**src/dqmm_pkg.sv**
```systemverilog
`timescale 1ns / 1ps
// ----------------------------------------------------------------------------
// Deque package
// Request and response types, codes and defaults shared by the deque design.
// ----------------------------------------------------------------------------
package dqmm_pkg;

  // Default number of ring entries.
  localparam int unsigned DefaultDepth = 64;

  typedef enum logic [2:0] {
    REQ_PUSH_FRONT = 3'd0,
    REQ_PUSH_BACK  = 3'd1,
    REQ_POP_FRONT  = 3'd2,
    REQ_POP_BACK   = 3'd3,
    REQ_QUERY      = 3'd4
  } req_type_e;

  typedef enum logic [1:0] {
    STATUS_OK    = 2'd0,
    STATUS_EMPTY = 2'd1,
    STATUS_FULL  = 2'd2
  } status_e;

  typedef enum logic [1:0] {
    ST_IDLE,
    ST_POP,
    ST_SCAN
  } state_e;

  typedef struct packed {
    req_type_e          req_type;
    logic signed [31:0] push_value;
  } dqmm_req_t;

  typedef struct packed {
    status_e            status;
    logic signed [31:0] popped_value;
    logic signed [31:0] largest;
    logic signed [31:0] smallest;
  } dqmm_rsp_t;

endpackage

```
**src/deque_with_min_max_scan_top.sv**
```systemverilog
// Responses: a push, an unused code, or a pop or query on an empty queue
// answers in the cycle after the request. A pop reads the entry memory and
// answers from ST_POP; a query reads the entry memory port once per stored
// entry, first on acceptance, then in ST_SCAN. One request is in flight at
// a time: a new request is taken only once the response has been taken.
// Reset (asynchronous, active low) empties the queue; memory is not cleared.
`timescale 1ns / 1ps
// ----------------------------------------------------------------------------
// Double-ended queue with min/max scan
// Ring buffer of signed 32-bit entries with push and pop at both ends and a
// sequential scan that reports the largest and smallest stored value.
// ----------------------------------------------------------------------------
module deque_with_min_max_scan_top
  import dqmm_pkg::*;
#(
  parameter int unsigned DEPTH = DefaultDepth
) (
  input  logic      clk_i,
  input  logic      rst_ni,
  input  logic      req_valid_i,
  output logic      req_ready_o,
  input  dqmm_req_t req_i,
  output logic      rsp_valid_o,
  input  logic      rsp_ready_i,
  output dqmm_rsp_t rsp_o
);

  // Index width addresses every entry; the count width also holds DEPTH.
  localparam int unsigned IdxW = (DEPTH > 1) ? $clog2(DEPTH) : 1;
  localparam int unsigned CntW = $clog2(DEPTH + 1);
  localparam logic [IdxW-1:0] LastIdx = IdxW'(DEPTH - 1);
  localparam logic [CntW-1:0] FullCnt = CntW'(DEPTH);

  function automatic logic [IdxW-1:0] ring_next(input logic [IdxW-1:0] i);
    ring_next = (i == LastIdx) ? '0 : i + 1'b1;
  endfunction

  function automatic logic [IdxW-1:0] ring_prev(input logic [IdxW-1:0] i);
    ring_prev = (i == '0) ? LastIdx : i - 1'b1;
  endfunction

  // Sequencer and ring pointers. head_q points at the front entry, tail_q at
  // the free slot just past the back entry.
  state_e            state_q, state_d;
  logic [IdxW-1:0]   head_q, head_d;
  logic [IdxW-1:0]   tail_q, tail_d;
  logic [CntW-1:0]   count_q, count_d;

  // Scan bookkeeping: next address to read and the number of reads still to
  // issue. The first entry seen loads both running extremes.
  logic [IdxW-1:0]   scan_idx_q, scan_idx_d;
  logic [CntW-1:0]   remain_q, remain_d;
  logic              first_q, first_d;
  logic signed [31:0] hi_q, hi_d;
  logic signed [31:0] lo_q, lo_d;

  // Response register. It decouples the sequencer from the response side.
  logic              rsp_valid_q, rsp_valid_d;
  dqmm_rsp_t         rsp_q, rsp_d;

  // Entry memory: one write port, one registered read port.
  logic signed [31:0] mem_q [DEPTH];
  logic               wr_en;
  logic [IdxW-1:0]    wr_addr;
  logic signed [31:0] wr_data;
  logic [IdxW-1:0]    rd_addr;
  logic signed [31:0] rd_data_q;

  logic              req_fire;
  logic              is_full;
  logic              is_empty;
  logic signed [31:0] cand_hi;
  logic signed [31:0] cand_lo;

  assign req_ready_o = (state_q == ST_IDLE) && !rsp_valid_q;
  assign req_fire    = req_valid_i && req_ready_o;
  assign is_full     = (count_q == FullCnt);
  assign is_empty    = (count_q == '0);

  assign rsp_valid_o = rsp_valid_q;
  assign rsp_o       = rsp_q;

  // The shared compare unit: the entry just read against the running
  // extremes, or taken as both when it is the first one of the scan.
  assign cand_hi = (first_q || (rd_data_q > hi_q)) ? rd_data_q : hi_q;
  assign cand_lo = (first_q || (rd_data_q < lo_q)) ? rd_data_q : lo_q;

  // Next-state logic of the sequencer.
  always_comb begin
    state_d = state_q;
    unique case (state_q)
      ST_IDLE: begin
        if (req_fire && !is_empty) begin
          if ((req_i.req_type == REQ_POP_FRONT) || (req_i.req_type == REQ_POP_BACK)) begin
            state_d = ST_POP;
          end else if (req_i.req_type == REQ_QUERY) begin
            state_d = ST_SCAN;
          end
        end
      end
      ST_POP: begin
        state_d = ST_IDLE;
      end
      ST_SCAN: begin
        if (remain_q == '0) begin
          state_d = ST_IDLE;
        end
      end
      default: begin
        state_d = ST_IDLE;
      end
    endcase
  end

  // Datapath and memory control for each state.
  always_comb begin
    head_d      = head_q;
    tail_d      = tail_q;
    count_d     = count_q;
    scan_idx_d  = scan_idx_q;
    remain_d    = remain_q;
    first_d     = first_q;
    hi_d        = hi_q;
    lo_d        = lo_q;
    rsp_valid_d = rsp_valid_q && !rsp_ready_i;
    rsp_d       = rsp_q;
    wr_en       = 1'b0;
    wr_addr     = tail_q;
    wr_data     = req_i.push_value;
    rd_addr     = scan_idx_q;

    unique case (state_q)
      ST_IDLE: begin
        if (req_fire) begin
          // Value fields are zero unless a pop or a query fills them later.
          rsp_d = '{status: STATUS_OK, popped_value: '0, largest: '0, smallest: '0};
          unique case (req_i.req_type)
            REQ_PUSH_FRONT: begin
              rsp_valid_d = 1'b1;
              if (is_full) begin
                rsp_d.status = STATUS_FULL;
              end else begin
                head_d  = ring_prev(head_q);
                wr_en   = 1'b1;
                wr_addr = ring_prev(head_q);
                count_d = count_q + 1'b1;
              end
            end
            REQ_PUSH_BACK: begin
              rsp_valid_d = 1'b1;
              if (is_full) begin
                rsp_d.status = STATUS_FULL;
              end else begin
                tail_d  = ring_next(tail_q);
                wr_en   = 1'b1;
                wr_addr = tail_q;
                count_d = count_q + 1'b1;
              end
            end
            REQ_POP_FRONT: begin
              if (is_empty) begin
                rsp_valid_d  = 1'b1;
                rsp_d.status = STATUS_EMPTY;
              end else begin
                rd_addr = head_q;
                head_d  = ring_next(head_q);
                count_d = count_q - 1'b1;
              end
            end
            REQ_POP_BACK: begin
              if (is_empty) begin
                rsp_valid_d  = 1'b1;
                rsp_d.status = STATUS_EMPTY;
              end else begin
                rd_addr = ring_prev(tail_q);
                tail_d  = ring_prev(tail_q);
                count_d = count_q - 1'b1;
              end
            end
            REQ_QUERY: begin
              if (is_empty) begin
                rsp_valid_d  = 1'b1;
                rsp_d.status = STATUS_EMPTY;
              end else begin
                rd_addr    = head_q;
                scan_idx_d = ring_next(head_q);
                remain_d   = count_q - 1'b1;
                first_d    = 1'b1;
              end
            end
            default: begin
              // Unused codes answer ok and leave the queue alone.
              rsp_valid_d = 1'b1;
            end
          endcase
        end
      end
      ST_POP: begin
        rsp_valid_d = 1'b1;
        rsp_d = '{status: STATUS_OK, popped_value: rd_data_q, largest: '0, smallest: '0};
      end
      ST_SCAN: begin
        hi_d    = cand_hi;
        lo_d    = cand_lo;
        first_d = 1'b0;
        if (remain_q != '0) begin
          rd_addr    = scan_idx_q;
          scan_idx_d = ring_next(scan_idx_q);
          remain_d   = remain_q - 1'b1;
        end else begin
          rsp_valid_d = 1'b1;
          rsp_d = '{status: STATUS_OK, popped_value: '0, largest: cand_hi, smallest: cand_lo};
        end
      end
      default: begin
      end
    endcase
  end

  always_ff @(posedge clk_i or negedge rst_ni) begin
    if (!rst_ni) begin
      state_q     <= ST_IDLE;
      head_q      <= '0;
      tail_q      <= '0;
      count_q     <= '0;
      scan_idx_q  <= '0;
      remain_q    <= '0;
      first_q     <= 1'b0;
      rsp_valid_q <= 1'b0;
    end else begin
      state_q     <= state_d;
      head_q      <= head_d;
      tail_q      <= tail_d;
      count_q     <= count_d;
      scan_idx_q  <= scan_idx_d;
      remain_q    <= remain_d;
      first_q     <= first_d;
      rsp_valid_q <= rsp_valid_d;
    end
  end

  always_ff @(posedge clk_i) begin
    hi_q  <= hi_d;
    lo_q  <= lo_d;
    rsp_q <= rsp_d;
  end

  always_ff @(posedge clk_i) begin
    if (wr_en) begin
      mem_q[wr_addr] <= wr_data;
    end
    rd_data_q <= mem_q[rd_addr];
  end

  // Where the tail must sit given the head and the fill level.
  logic [CntW:0]     tail_sum;
  logic [IdxW-1:0]   tail_expect;
  assign tail_sum    = {{(CntW + 1 - IdxW){1'b0}}, head_q} + {1'b0, count_q};
  assign tail_expect = (tail_sum >= (CntW + 1)'(DEPTH)) ?
                       IdxW'(tail_sum - (CntW + 1)'(DEPTH)) : IdxW'(tail_sum);

  a_count_bound : assert property (@(posedge clk_i) disable iff (!rst_ni)
    count_q <= FullCnt)
    else $error("entry count exceeds depth");

  a_ring_consistent : assert property (@(posedge clk_i) disable iff (!rst_ni)
    tail_q == tail_expect)
    else $error("tail pointer disagrees with head pointer and count");

  a_scan_bound : assert property (@(posedge clk_i) disable iff (!rst_ni)
    (state_q == ST_SCAN) |-> (remain_q < count_q))
    else $error("scan would read past the stored entries");

  a_full_push_drop : assert property (@(posedge clk_i) disable iff (!rst_ni)
    (req_fire && is_full &&
     ((req_i.req_type == REQ_PUSH_FRONT) || (req_i.req_type == REQ_PUSH_BACK)))
    |=> ($stable(count_q) && $stable(head_q) && $stable(tail_q) && rsp_valid_q &&
         (rsp_q.status == STATUS_FULL)))
    else $error("push on a full queue changed the ring or did not flag full");

  a_one_in_flight : assert property (@(posedge clk_i) disable iff (!rst_ni)
    (state_q != ST_IDLE) |-> !rsp_valid_q)
    else $error("sequencer busy while a response is pending");

endmodule

```
**config.mk**
```make
export PLATFORM = sky130hd
export DESIGN_NAME = deque_with_min_max_scan_top
export DESIGN_NICKNAME = d
export VERILOG_FILES = /design/src/dqmm_pkg.sv /design/src/deque_with_min_max_scan_top.sv
export SDC_FILE = /design/constraint.sdc
export NUM_CORES = 2
export LEC_CHECK = 0
export BUFFER_PORTS_ARGS = -buffer_cell sky130_fd_sc_hd__buf_2
export CAP_MARGIN = 15
export CORE_MARGIN = 8
export CORE_UTILIZATION = 63
export DETAILED_ROUTE_END_ITERATION = 10
export HOLD_SLACK_MARGIN = 0.08
export PLACE_DENSITY = 0.8
export SETUP_SLACK_MARGIN = 0.02
export SLEW_MARGIN = 40
export SYNTH_ARGS = -nofsm -noshare
export SYNTH_HDL_FRONTEND = slang
export SYNTH_SLANG_ARGS = --single-unit
```
**constraint.sdc**
```tcl
create_clock -name clk_i -period 13 [get_ports clk_i]
set_input_delay 1.3 -clock clk_i [delete_from_list [all_inputs] [get_ports clk_i]]
set_output_delay 1.3 -clock clk_i [all_outputs]
set_load 0.05 [all_outputs]
```
After elaboration in Yosys (flattened, before gate mapping)
Memories as Yosys holds them, arrays and structs flattened. A register that Yosys moved wholly into a read port is not among the register bits.
Cells that the tools add are included.
{ "classes": {"addsub": 8, "n_lt_le_gt_ge": 2, "n_eq_ne": 24, "n_mux": 59, "reduce_logical": 33} }
{ "op_table": {"columns": ["cell", "n"], "rows": [
  ["$pmux W98 S3", 1],
  ["$mux W98", 2],
  ["$mux W6", 20],
  ["$mux W32", 2],
  ["$pmux W6 S2", 4],
  ["$mux W7", 5],
  ["$gt A32 B32 Y1", 1],
  ["$lt A32 B32 Y1", 1],
  ["$pmux W7 S2", 2],
  ["$ne A2 B2 Y1 const B", 11],
  ["$reduce_and A5 Y1", 4],
  ["$add A6 B1 Y6 const B", 3],
  ["$eq A6 B6 Y1 const B", 3],
  ["$logic_not A7 Y1", 2],
  ["$mux W1", 14],
  ["$sub A7 B1 Y7 const B", 2],
  ["$logic_not A6 Y1", 2],
  ["$sub A6 B1 Y6 const B", 2],
  ["$mux W2", 5],
  ["$pmux W2 S2", 2],
  ["$reduce_bool A2 Y1", 4],
  ["$add A7 B1 Y7 const B", 1],
  ["$eq A7 B7 Y1 const B", 1],
  ["$reduce_bool A7 Y1", 1],
  ["19 further kinds", 31]
]} }
{ "totals": {"register_bits": 198, "mem_bits_rw": 2048, "input_bits": 39, "output_inout_bits": 100, "memories": 1} }
{ "mem_list": {"columns": ["name", "depth", "word_bits", "rd", "rd_clocked_by_memory_dff", "write_ports", "line_no", "text"], "rows": [
  ["mem_q", 64, 32, 1, 1, 1, "deque_with_min_max_scan_top.sv:62", "logic signed [31:0] mem_q [DEPTH];"]
]} }

Depth between registers and ports, before layout
{ "depth": {"ltp_word": 7, "ltp_mapped": 19, "ltp_nobuf": 12} }

Worst setup path after synthesis
No wires, ideal clock.
{ "synth_path": {"path_kind": "register to register", "start": "register state_q[0]", "end": "register rsp_q, in the netlist rsp_o[0] (enable)", "setup_time_ns": 0.711, "arrival_time_ns": 9.998, "required_ns": 12.289, "slack_ns": 2.291, "path_stages_with_launch": 7, "n_path_buf": 2, "period_less_slack_ns": 10.709, "cell_sequence": "dfrtp_1 inv_1 ha_1 clkbuf_1 buf_1 nor3_1 a221oi_1"} }
{ "synth_between": {"elab_chain_len": 5} }
{ "synth_rtl": {"columns": ["item", "line_no", "text"], "rows": [
  ["start: declaration", "deque_with_min_max_scan_top.sv:44", "state_e state_q, state_d;"],
  ["start signal: assignment", "deque_with_min_max_scan_top.sv:231", "state_q <= state_d;"],
  ["$logic_not A2 Y1", "deque_with_min_max_scan_top.sv:75, deque_with_min_max_scan_top.sv:132", null],
  ["$logic_and A1 B1 Y1", "deque_with_min_max_scan_top.sv:75", "assign req_ready_o = (state_q == ST_IDLE) && !rsp_valid_q;"],
  ["$logic_and A1 B1 Y1", "deque_with_min_max_scan_top.sv:76", "assign req_fire = req_valid_i && req_ready_o;"],
  ["$ne A2 B2 Y1 (no line)", null, null],
  ["$reduce_and A3 Y1 (no line) *", null, null],
  ["end signal: assignment", "deque_with_min_max_scan_top.sv:245", "rsp_q <= rsp_d;"],
  ["end: declaration", "deque_with_min_max_scan_top.sv:59", "dqmm_rsp_t rsp_q, rsp_d;"]
]} }
Every way passes the cells marked *; elsewhere a longest branch is shown, timed or not.
A chain may end at the register's enable or synchronous reset.

Worst setup path in the final report
{ "layout_path": {"start": "register count_q[0]", "end": "register rd_data_q[8], read port of mem_q"} }
{ "layout_between": {"elab_chain_len": 5} }
{ "layout_rtl": {"columns": ["item", "line_no", "text"], "rows": [
  ["start: declaration", "deque_with_min_max_scan_top.sv:47", "logic [CntW-1:0] count_q, count_d;"],
  ["start signal: assignment", "deque_with_min_max_scan_top.sv:234", "count_q <= count_d;"],
  ["$logic_not A7 Y1 *", "deque_with_min_max_scan_top.sv:78", "assign is_empty = (count_q == '0);"],
  ["$mux W6, on equally long branches", "deque_with_min_max_scan_top.sv:161, deque_with_min_max_scan_top.sv:181, deque_with_min_max_scan_top.sv:171", null],
  ["$pmux W6 S2 *", "deque_with_min_max_scan_top.sv:137", "unique case (req_i.req_type)"],
  ["$mux W6 *", "deque_with_min_max_scan_top.sv:134", "if (req_fire) begin"],
  ["$mux W6 *", null, null],
  ["end: declaration", "deque_with_min_max_scan_top.sv:67", "logic signed [31:0] rd_data_q;"]
]} }
Marked as above.

==> impl_metrics.yaml <==
run_status:
  result_of_the_run: "completed"
yosys:
  synth_top_cells_by_area: "sky130_fd_sc_hd__edfxtp_1 (73%), sky130_fd_sc_hd__mux4_2 (7.7%), sky130_fd_sc_hd__nand2_1 (2.9%)"
  yosysTopAreaCellShare: 0.7332
  netlist_area_um2: 90510
  synth_flop_cell: "sky130_fd_sc_hd__edfxtp_1"
  number_of_flops_mapped_to_enable_cells_by_yosys: 2210
  ys_seq_area_frac: 0.7502
  synth_common_cells: "sky130_fd_sc_hd__edfxtp_1 (2210), sky130_fd_sc_hd__nand2_1 (688), sky130_fd_sc_hd__a21oi_1 (315)"
  post-synth-top-count-cell: "sky130_fd_sc_hd__edfxtp_1"
  ys_warn_count: 0
  synthDistinctLibCells: 69
  yosys_register_bits: 2278
  avgSynthCellArea_um2: 16.95
  synth-async-reset-ratio: 0.01580
  synth.net_count: 5458
  postSynthCellCount: 5341
  netlist.top_cell.by_area: "sky130_fd_sc_hd__edfxtp_1"
worst_setup_path:
  setup.worst_path.start: "count_q[0]$_DFFE_PN0P_"
  r2r_cells: 14
  crit_type: "flip-flop to flip-flop"
  timing.critical_path.slowest_cell_delay_ns: 0.72
  worst_r2r_start: "count_q[0]$_DFFE_PN0P_"
  arrival_ns: 7.20
  rr_endpoint: "rd_data_q[8]$_DFF_P_"
  critical_path_cell_count: 14
  critical_path_sink_type: "flip-flop"
  ff2ff_setup_slack_ns: 6.51
  startpoint_type: "flip-flop"
  number_of_buffers_and_inverters_on_the_critical_path: 5
  crit_slowest_cell: "sky130_fd_sc_hd__nor4_1"
  crit_family: "buffers and inverters"
  worst-path-max-fanout: 56
  worstPathRequired_ns: 13.71
  path_cells: "inv_1 -> ha_1 -> or3b_1 -> o221a_4 -> mux2_8 -> buf_6 -> buf_4 -> buf_4 -> mux4_2 -> o22ai_1 -> nor3_1 -> nor4_1 -> buf_4 -> nor3_1"
  critPathCapture: "rd_data_q[8]$_DFF_P_"
  path_common_cell: "sky130_fd_sc_hd__buf_4"
pwr:
  power_leakage_nw: 33.92
  power_density_nw_per_um2: 229.2
  power.total_w: 0.02316
  ir_worst_vdd_mv: 0.3349
floorplan:
  dieArea_um2: 156100
  die_w_um: 395.0
  core_um2: 143100
  design.portCount: 139
  core.rowCount: 139
  die_h_um: 395.0
  initial_utilization: 0.6324
placed_design:
  standard_cell_area_after_detailed_placement_um2: 94300
  portBuffers: 138
  gp_congestion: 0.8900
  place_worst_setup_slack_ns: 5.724
  dp_hpwl_um: 140300
route:
  dr.first_iter.drc_count: 8903
  routed-via-count: 53650
  avgRoutedWirePerCell_um: 33.51
  total_wire_length_after_detailed_routing_um: 255800
  ant_nets: 0
  drc: 0
  avgViaCountPerCell: 7.028
  detailedRoute.firstPassIterationCount: 8
grt:
  grt_first_pass_wirelength_um: 363200
  grt-ovfl-total: 0
  first_global_vias: 53270
  grt_antenna_before_repair: 17
  globalRouteTotalUtil: 0.3204
  met3_usage: 0.1024
  grt.busiest_layer: "met2"
  grt_util_met1: 0.4045
  gr-usage-met2: 0.4903
  grt_start_max_net_pins: 126
clock_tree:
  clkLatencyLatePin_ns: 0.85
  cts.path.max_buffers: 3
  ctsHoldBuffers: 0
  clk_pin_slew_worst_paths_ns: 0.07
  cts_post_setup_buffers_inserted: 0
  cts_num_sinks: 2278
  h_tree_levels: 4
  numCtsBuffers: 210
  cts_root_buffer: "sky130_fd_sc_hd__clkbuf_16"
  tritoncts: "done"
  post_cts_resized: 0
sta:
  slew_viols_final: 0
  slew_headroom: 0.3134
  max_clock_freq_ghz: 0.1542
  final-setup-viol-count: 0
  hold_viol_final: 0
  final_critical_path_setup_slack_ns: 6.515
  worstMarginPinSlew_ns: 1.030
  clock-skew-final_ns: 0.02576
  min_period_ns: 6.485
  rsz0062_at_grt: "no"
  share_of_the_clock_period_used_by_the_worst_path_after_layout: 0.4989
  setup_tns_ns: 0
finish:
  design.final.nets: 5656
  syn_to_final_growth_pct: 11.64
  design_area_um2: 101000
  seq_area_um2: 67910
  drive_above_1_share: 0.1845
  fillerInstances: 8300
  multi_input_area_um2: 21750
run:
  max-cap-violations: 0
min_path:
  timing.hold.worst.class: "input port to asynchronous set/reset pin"
-- layout make-up --
cell class | instances | area share
inverters | 82 | 0.003046
repair buffers | 294 | 0.02053
clock buffers | 277 | 0.05633
multi-input cells | 2673 | 0.2153
clock inverters | 121 | 0.009077
flip-flops and latches | 2278 | 0.6721
diodes | 5 | 0.0001238
well taps | 1903 | 0.02356
-- flip-flops by register name (all words and copies together), names as in the netlist, 7 cells and up --
signal,cells
lo_q,32
hi_q,32
rd_data_q,32
count_q,7
remain_q,7
rsp_o,98
mem_q,2048
-- power by group --
group          switching (W)  internal, W  total [W]  leakage, nW
sequential          0.000424      0.00854    0.00896         20.7
combinational        0.00558      0.00267    0.00825         10.0
clock                0.00266      0.00330    0.00595         3.23
-- routing by layer --
layer | part of all wire | vias up | wire (um)
li1 | - | 21460 | -
met5 | 0.00069 | - | 177
met4 | 0.073 | 8 | 18710
met1 | 0.31 | 26470 | 80310
met3 | 0.16 | 985 | 40460
met2 | 0.45 | 4717 | 116100
-- stage by stage --
stage / util / instances / hold WS (ns)
after detailed placement: 0.6588 / 7227 / 0.5374
final: 0.7059 / 7633 / 0.4267
after global routing: 0.7059 / 7630 / 0.4447
after floorplan: - / 5341 / 0.4939
after CTS: 0.7050 / 7625 / 0.3890
after global placement: 0.6574 / 7223 / 0.5215
-- cell usage in the layout, fill, tap and decap left out, types with 62 or more instances in the layout --
cell	Yosys	routed
sky130_fd_sc_hd__a21oi_1	315	311
sky130_fd_sc_hd__buf_2	62	123
sky130_fd_sc_hd__buf_4	21	154
sky130_fd_sc_hd__clkbuf_16	0	214
sky130_fd_sc_hd__edfxtp_1	2210	2210
sky130_fd_sc_hd__ha_1	78	76
sky130_fd_sc_hd__inv_1	82	82
sky130_fd_sc_hd__mux2i_1	210	209
sky130_fd_sc_hd__mux4_2	309	309
sky130_fd_sc_hd__nand2_1	688	678
sky130_fd_sc_hd__nand3_1	188	183
sky130_fd_sc_hd__nor2_1	129	62
sky130_fd_sc_hd__nor2_4	0	65
sky130_fd_sc_hd__o21ai_0	105	105
sky130_fd_sc_hd__o221ai_1	62	62
sky130_fd_sc_hd__o22ai_1	70	68
-- how the worst min path moves through the flow --
stage | from | to | slack (ns) | cells past startpoint
after detailed placement | remain_q[0]$_DFFE_PN0P_ | remain_q[0]$_DFFE_PN0P_ | 0.54 | 2
after global placement | remain_q[0]$_DFFE_PN0P_ | remain_q[0]$_DFFE_PN0P_ | 0.52 | 2
after CTS | rst_ni | tail_q[3]$_DFFE_PN0P_ | 0.39 | 1
final | rst_ni | tail_q[0]$_DFFE_PN0P_ | 0.43 | 1
after floorplan | remain_q[0]$_DFFE_PN0P_ | remain_q[0]$_DFFE_PN0P_ | 0.49 | 2
after global routing | rst_ni | tail_q[0]$_DFFE_PN0P_ | 0.44 | 1
-- cell families (layout without fill, tap and decap cells) --
logic type	count (synthesis)	count (layout)	synth area share
xor+xnor	20	20	0.001935
fa+ha+maj	78	78	0.01078
mux	555	555	0.1046
other cells	0	5	0
simple gates	1238	1238	0.06009
flops	2278	2278	0.7502
compound gates	782	782	0.05379
buf+inv	390	774	0.01857
Power figures use the tool's default switching activity.
